## config.mk

```make
export PLATFORM = sky130hd
export DESIGN_NAME = archive_keystream_xor
export DESIGN_NICKNAME = d
export VERILOG_FILES = /design/src/design/akx_pkg.sv /design/src/design/archive_keystream_xor.sv /design/src/design/akx_ctrl.sv /design/src/design/akx_dp.sv
export SDC_FILE = /design/constraint.sdc
export NUM_CORES = 2
export LEC_CHECK = 0
export BUFFER_PORTS_ARGS = -buffer_cell sky130_fd_sc_hd__buf_2
export CAP_MARGIN = 20
export CORE_MARGIN = 3
export CORE_UTILIZATION = 55
export DETAILED_ROUTE_END_ITERATION = 10
export PLACE_DENSITY = 0.81
export SYNTH_ARGS = -nofsm -noshare
export SYNTH_HDL_FRONTEND = slang
export SYNTH_SLANG_ARGS = --single-unit
export TNS_END_PERCENT = 20
```

## constraint.sdc

```tcl
create_clock -name i_clk -period 7.33 [get_ports i_clk]
set_input_delay 0.3665 -clock i_clk [delete_from_list [all_inputs] [get_ports i_clk]]
set_output_delay 0.3665 -clock i_clk [all_outputs]
set_load 0.01 [all_outputs]
```

## src/design/akx_pkg.sv

```systemverilog
`default_nettype none

package akx_pkg;

    // Mixing constants of the keystream
    localparam logic [63:0] SEED_MIX = 64'hafcb8f2ff4fff33f;
    localparam logic [63:0] STEP_MIX = 64'hfcbfaff8f2f4f3f0;

    // XOR of all 64 rotations of SEED_MIX: every bit equals its parity
    localparam logic [63:0] SEED_WRAP = {64{^SEED_MIX}};

    localparam int unsigned KEY_W   = 64;
    localparam int unsigned IDX_W   = 16;
    localparam int unsigned BYTE_W  = 8;
    localparam int unsigned CNT_W   = 6;

    // Operation codes
    localparam logic OP_START = 1'b0;
    localparam logic OP_DATA  = 1'b1;

    typedef enum logic [1:0] {
        S_IDLE,
        S_SEED,
        S_MUL,
        S_DIV
    } t_akx_state;

    // Commands from the controller to the datapath
    typedef struct packed {
        logic seed_load;
        logic seed_step;
        logic out_load;
        logic mul_load;
        logic div_step;
    } t_akx_cmd;

    // Status from the datapath to the controller
    typedef struct packed {
        logic seed_last;
        logic div_last;
    } t_akx_sts;

endpackage

`default_nettype wire

```

## src/design/archive_keystream_xor.sv

```systemverilog
`default_nettype none

// Keystream XOR for archive files. Write the 64-bit key on i_cfg_we/i_cfg_data
// while idle (a zero write is ignored; reset key is 1). A start word
// (operation 0) seeds the state from the key and file_index and gives no
// result; it keeps the block busy while the seeding rotate loop runs, one
// step per cycle. A data word (operation 1) returns
// data_byte XOR the low state byte and then advances the state; the block
// takes the next word only after one multiply step and a bit-serial
// remainder unit have run. The result sits in an output register, so a
// stalled consumer does not hold up the state update.
module archive_keystream_xor #(
    parameter int unsigned MAX_FILES = 65536
) (
    input  wire logic                       i_clk,
    input  wire logic                       i_rst_n,
    input  wire logic                       i_cfg_we,
    input  wire logic [akx_pkg::KEY_W-1:0]  i_cfg_data,
    input  wire logic                       i_in_valid,
    output logic                            o_in_ready,
    input  wire logic                       i_operation,
    input  wire logic [akx_pkg::IDX_W-1:0]  i_file_index,
    input  wire logic [akx_pkg::BYTE_W-1:0] i_data_byte,
    output logic                            o_out_valid,
    input  wire logic                       i_out_ready,
    output logic [akx_pkg::BYTE_W-1:0]      o_out_byte
);
    import akx_pkg::*;

    t_akx_cmd cmd;
    t_akx_sts sts;

    // Sequence the seeding and the state update
    akx_ctrl u_ctrl (
        .i_clk       (i_clk),
        .i_rst_n     (i_rst_n),
        .i_in_valid  (i_in_valid),
        .o_in_ready  (o_in_ready),
        .i_operation (i_operation),
        .o_out_valid (o_out_valid),
        .i_out_ready (i_out_ready),
        .i_sts       (sts),
        .o_cmd       (cmd)
    );

    // Key, state, multiplier and remainder unit
    akx_dp #(
        .MAX_FILES (MAX_FILES)
    ) u_dp (
        .i_clk        (i_clk),
        .i_rst_n      (i_rst_n),
        .i_cfg_we     (i_cfg_we),
        .i_cfg_data   (i_cfg_data),
        .i_file_index (i_file_index),
        .i_data_byte  (i_data_byte),
        .i_cmd        (cmd),
        .o_sts        (sts),
        .o_out_byte   (o_out_byte)
    );

endmodule

`default_nettype wire

```

## src/design/akx_ctrl.sv

```systemverilog
`default_nettype none

module akx_ctrl (
    input  wire logic              i_clk,
    input  wire logic              i_rst_n,
    input  wire logic              i_in_valid,
    output logic                   o_in_ready,
    input  wire logic              i_operation,
    output logic                   o_out_valid,
    input  wire logic              i_out_ready,
    input  wire akx_pkg::t_akx_sts i_sts,
    output akx_pkg::t_akx_cmd      o_cmd
);
    import akx_pkg::*;

    t_akx_state r_state;
    t_akx_state n_state;
    logic       r_out_valid;
    logic       n_out_valid;
    logic       accept;

    // Take a word only when idle and the result slot is free or draining
    assign o_in_ready  = (r_state == S_IDLE) && (!r_out_valid || i_out_ready);
    assign accept      = i_in_valid && o_in_ready;
    assign o_out_valid = r_out_valid;

    // Next state
    always_comb begin
        n_state = r_state;
        unique case (r_state)
            S_IDLE: begin
                if (accept) begin
                    n_state = (i_operation == OP_DATA) ? S_MUL : S_SEED;
                end
            end
            S_SEED: begin
                if (i_sts.seed_last) begin
                    n_state = S_IDLE;
                end
            end
            S_MUL: begin
                n_state = S_DIV;
            end
            S_DIV: begin
                if (i_sts.div_last) begin
                    n_state = S_IDLE;
                end
            end
            default: begin
                n_state = S_IDLE;
            end
        endcase
    end

    // Outputs
    always_comb begin
        o_cmd           = '0;
        o_cmd.seed_load = accept && (i_operation == OP_START);
        o_cmd.out_load  = accept && (i_operation == OP_DATA);
        unique case (r_state)
            S_IDLE: begin
            end
            S_SEED: begin
                o_cmd.seed_step = !i_sts.seed_last;
            end
            S_MUL: begin
                o_cmd.mul_load = 1'b1;
            end
            S_DIV: begin
                o_cmd.div_step = 1'b1;
            end
            default: begin
            end
        endcase
    end

    // Hold the result valid until taken
    always_comb begin
        n_out_valid = r_out_valid;
        if (o_cmd.out_load) begin
            n_out_valid = 1'b1;
        end else if (i_out_ready) begin
            n_out_valid = 1'b0;
        end
    end

    always_ff @(posedge i_clk) begin
        if (!i_rst_n) begin
            r_state     <= S_IDLE;
            r_out_valid <= 1'b0;
        end else begin
            r_state     <= n_state;
            r_out_valid <= n_out_valid;
        end
    end

endmodule

`default_nettype wire

```

## src/design/akx_dp.sv

```systemverilog
`default_nettype none

module akx_dp #(
    parameter int unsigned MAX_FILES = 65536
) (
    input  wire logic                           i_clk,
    input  wire logic                           i_rst_n,
    input  wire logic                           i_cfg_we,
    input  wire logic [akx_pkg::KEY_W-1:0]      i_cfg_data,
    input  wire logic [akx_pkg::IDX_W-1:0]      i_file_index,
    input  wire logic [akx_pkg::BYTE_W-1:0]     i_data_byte,
    input  wire akx_pkg::t_akx_cmd              i_cmd,
    output akx_pkg::t_akx_sts                   o_sts,
    output logic [akx_pkg::BYTE_W-1:0]          o_out_byte
);
    import akx_pkg::*;

    localparam logic [IDX_W-1:0] IDX_LIMIT = IDX_W'(MAX_FILES - 1);

    logic [KEY_W-1:0]  r_key;
    logic [KEY_W-1:0]  r_state;
    logic [KEY_W-1:0]  r_acc;
    logic [KEY_W-1:0]  r_rem;
    logic [CNT_W-1:0]  r_cnt;
    logic [BYTE_W-1:0] r_out_byte;

    logic [IDX_W-1:0]  idx_cl;
    logic [KEY_W-1:0]  seed_base;
    logic [KEY_W-1:0]  seed_next;
    logic [71:0]       prod;
    logic [KEY_W:0]    rem_sh;
    logic [KEY_W:0]    rem_diff;
    logic [KEY_W-1:0]  rem_next;

    // Clamp the file index to the last valid file
    assign idx_cl = (i_file_index > IDX_LIMIT) ? IDX_LIMIT : i_file_index;

    // Whole turns of 64 steps fold into one XOR with the wrap constant
    assign seed_base = r_key ^ (idx_cl[CNT_W] ? SEED_WRAP : '0);

    // One seeding step: mix then rotate left by one
    always_comb begin
        seed_next = r_state ^ SEED_MIX;
        seed_next = {seed_next[KEY_W-2:0], seed_next[KEY_W-1]};
    end

    // Multiplier byte times state; the byte shift that zeroes the low byte comes when the dividend is loaded
    assign prod = 72'(r_key[15:8]) * 72'(r_state);

    // One restoring division step, remainder only
    assign rem_sh   = {r_rem, r_acc[KEY_W-1]};
    assign rem_diff = rem_sh - {1'b0, r_key};
    assign rem_next = rem_diff[KEY_W] ? rem_sh[KEY_W-1:0] : rem_diff[KEY_W-1:0];

    assign o_sts.seed_last = (r_cnt == '0);
    assign o_sts.div_last  = (r_cnt == '0);
    assign o_out_byte      = r_out_byte;

    // Key register; drop writes of zero
    always_ff @(posedge i_clk) begin
        if (!i_rst_n) begin
            r_key <= KEY_W'(1);
        end else if (i_cfg_we && (i_cfg_data != '0)) begin
            r_key <= i_cfg_data;
        end
    end

    // Keystream state
    always_ff @(posedge i_clk) begin
        if (!i_rst_n) begin
            r_state <= '0;
        end else if (i_cmd.seed_load) begin
            r_state <= seed_base;
        end else if (i_cmd.seed_step) begin
            r_state <= seed_next;
        end else if (i_cmd.div_step && (r_cnt == '0)) begin
            r_state <= rem_next ^ STEP_MIX;
        end
    end

    // Step counter, dividend shifter and remainder
    always_ff @(posedge i_clk) begin
        if (i_cmd.seed_load) begin
            r_cnt <= idx_cl[CNT_W-1:0];
        end else if (i_cmd.seed_step) begin
            r_cnt <= r_cnt - 1'b1;
        end else if (i_cmd.mul_load) begin
            r_cnt <= '1;
            r_acc <= {prod[KEY_W-9:0], r_key[7:0]};
            r_rem <= '0;
        end else if (i_cmd.div_step) begin
            r_cnt <= r_cnt - 1'b1;
            r_acc <= {r_acc[KEY_W-2:0], 1'b0};
            r_rem <= rem_next;
        end
    end

    // Result byte from the current state
    always_ff @(posedge i_clk) begin
        if (i_cmd.out_load) begin
            r_out_byte <= i_data_byte ^ r_state[BYTE_W-1:0];
        end
    end

endmodule

`default_nettype wire

```

==> results.py <==
metrics = {
    "timing": {
        "post-route-period-util": 0.8639,
        "tns_ns": 0,
        "relSlewSlack": 0.2565,
        "fmax_ghz": 0.1579,
        "slew_viol_final": 0,
        "tightest_slew_ns": 1.105,
        "finalHoldViolCount": 0,
        "grt_setup_unrepaired": "false",
        "finClkSkew_ns": 0.02407,
        "setup_viol": 0,
        "min_period_ns": 6.332,
    },
    "place": {
        "hpwl_mm": 55.72,
        "portBuffers": 93,
        "gp_congestion": 0.9826,
    },
    "power": {
        "p_leak_nw": 13.42,
        "vdd_drop_max_mv": 0.1853,
        "power_density_mw_per_mm2": 183.0,
    },
    "finish": {
        "area_growth_syn_to_layout_pct": 5.854,
        "nFillCells": 4390,
        "fin_nets": 3810,
        "num_antenna_cells": 0,
        "utilization": 0.5960,
        "layout-drive-gt1-share": 0.06681,
    },
    "clocking": {
        "post-cts-setup-buffers": 0,
        "ctsHtreeMaxLevel": 1,
        "cts_sinks": 273,
        "ctsResizeCount": 0,
        "ctsRootBufferMaster": "clkbuf_16",
        "path_clk_slew_ns": 0.06,
        "cts.hold.buffers_added": 1,
        "insertion_delay_ns": 0.60,
        "cts_buffer_depth": 3,
        "cts_inserted_buffers": 29,
        "cts_tree": "done",
    },
    "grt": {
        "grt_use_total": 0.2766,
        "grt_pass1_wl_mm": 122.1,
        "antenna_found_initial": 1,
        "grt.overflow.total": 0,
        "grt_max_degree": 101,
        "grt_pass1_vias": 23530,
    },
    "die": {
        "fp.dieH_um": 233.8,
        "die_x_um": 233.8,
        "io-pin-count": 104,
        "dieArea_mm2": 0.05465,
        "core-area_mm2": 0.05068,
        "row_count": 82,
        "initial_core_util": 0.5630,
    },
    "synth": {
        "ys.flop_type": "edfxtp_1",
        "yosysTopAreaCellShare": 0.2112,
        "synth-edff-count": 142,
        "synth.most_common_cell": "nand2_1",
        "synth_seq_cells": 273,
        "yosysWarningCount": 0,
        "synth_top_family_by_area": "adder cells",
        "synthSimpleGateAreaFrac": 0.2012,
        "syn_area_per_cell_um2": 8.541,
        "synth_cells": 3341,
        "synthTopCellsByArea": "fa_1 21%, edfxtp_1 15%, dfxtp_1 9.2%",
        "synth_largest_area_cell": "fa_1",
        "synthAdderAreaFrac": 0.2682,
        "yosysSeqAreaShare": 0.2413,
        "synthesis.area_mm2": 0.02853,
        "muxShareOfSynthArea": 0.01087,
        "synth-compound-area-share": 0.1629,
        "async_reset_ff_frac": 0,
        "synth-xor-area-share": 0.04052,
        "synthTopCellsByCount": "424 x nand2_1, 342 x inv_1, 334 x and2_1",
        "synth_cell_types": 73,
        "synth_fp_nets": 3866,
    },
    "critical_path": {
        "start_kind": "register",
        "end_kind": "register",
        "required_ns": 7.63,
        "criticalPathCategory": "register to register",
        "cp_max_fo": 37,
        "r2r_slack_ns": 1.0,
        "cp.arrival_ns": 6.63,
    },
    "detailed_routing": {
        "postRouteAntennaNets": 0,
        "viasPerCell": 5.972,
        "drc": 0,
        "drt-wirelength-per-cell_um": 18.86,
        "routed_wl_mm": 75.05,
        "drt_first_iter_violations": 1720,
        "vias": 23770,
        "dr.pass1.iters": 6,
    },
    "flow_run": {
        "maxCapViolCount": 0,
    },
    "min_path": {
        "min_path_type": "input pin to register",
    },
    "run_status": {
        "outcome": "complete, no violations",
    },
}
## area by class of cell
cell class | count | area, µm² | share of cell area
flip-flops and latches | 273 | 6892 | 0.2282
repair buffers | 127 | 735.7 | 0.02436
clock inverters | 9 | 56.30 | 0.001864
inverters | 343 | 1290 | 0.04271
well taps | 672 | 840.8 | 0.02784
multi-input cells | 2511 | 19540 | 0.6470
clock buffers | 45 | 847.1 | 0.02804
## power breakdown
part | internal (W) | leakage (nW) | switching [W] | total [W]
combinational | 0.000791 | 10.6 | 0.00124 | 0.00203
sequential | 0.00181 | 2.40 | 0.000265 | 0.00208
clock | 0.000793 | 0.438 | 0.000628 | 0.00142
## sequential cells by signal, summed over array words and instances, names as in the netlist
name	count
u_ctrl.o_out_valid	1
u_ctrl.r_state	2
u_dp.o_out_byte	8
u_dp.r_acc	64
u_dp.r_cnt	6
u_dp.r_key	64
u_dp.r_rem	64
u_dp.r_state	64
## per-layer routing
layer  vias to the layer above  track usage  routed length (µm)
met5                         -            0                   0
met2                      1023       0.4501               34220
met3                       174      0.05151                7183
li1                      11050            -                   -
met4                         0      0.09487                2643
met1                     11520       0.3739               31000
## placed cells by master, fill, tap and decap left out, types with 26 or more instances in the layout
cell / synthesis / routed
a21o_1: 74 / 74
a21oi_1: 263 / 263
a31oi_1: 26 / 26
and2_1: 334 / 334
buf_2: 16 / 93
buf_4: 1 / 32
clkbuf_16: 0 / 30
dfxtp_1: 131 / 129
edfxtp_1: 142 / 142
fa_1: 301 / 301
ha_1: 130 / 130
inv_1: 342 / 342
mux2i_1: 31 / 31
nand2_1: 424 / 424
nand3_1: 31 / 31
nand4_1: 31 / 31
nor2_1: 192 / 191
nor3_1: 51 / 51
nor4_1: 27 / 27
o21ai_0: 172 / 172
xnor2_1: 76 / 76
xor2_1: 56 / 56
## worst paths after layout
kind / cells after the start / end / start
min: 3 / u_dp.r_key[62] / i_cfg_data[62]
max reg2reg: 19 / u_dp.r_acc[40] / u_dp.r_key[12]
max: 19 / u_dp.r_acc[40] / u_dp.r_key[12]
min reg2reg: 2 / u_dp.r_key[6] / u_dp.r_key[6]
## per-stage QoR
stage / instance area [µm²] / power, W / hold slack [ns] / setup WS (ns) / std cells
floorplan: 28530 / 0.003543 / 0.4363 / 1.937 / 3341
global placement: 29290 / 0.004036 / 0.4417 / 1.144 / 3925
detailed placement: 29290 / 0.004091 / 0.4479 / 1.048 / 3925
CTS: 30210 / 0.005508 / 0.006168 / 1.039 / 3980
global route: 30210 / 0.005873 / 0.03273 / 0.5553 / 3980
finish: 30210 / 0.005528 / 0.02601 / 0.9975 / 3980
## critical path, cell delays in order (launching register included)
cell and delay, ns:
dfxtp_1 0.74, buf_4 0.47, and2_1 0.22, fa_1 0.42
fa_1 0.48, fa_1 0.54, inv_1 0.05, fa_1 0.58
inv_1 0.06, ha_1 0.38, and3_1 0.20, and4_1 0.29
nand4_1 0.12, o22ai_1 0.37, o21ai_0 0.17, o21ai_0 0.40
a21o_1 0.18, a21oi_1 0.07, xor2_1 0.18, o21ai_0 0.10
## logic make-up (layout without fill, tap and decap cells)
| kind of cell | count (synthesis) | count (layout) |
|---|---|---|
| simple gates | 1173 | 1173 |
| compound gates | 744 | 744 |
| buf+inv | 557 | 524 |
| fa+ha+maj | 431 | 431 |
| flops | 273 | 273 |
| xor+xnor | 132 | 132 |
| mux | 31 | 31 |
Note: power is estimated with default switching activity, not from simulation.
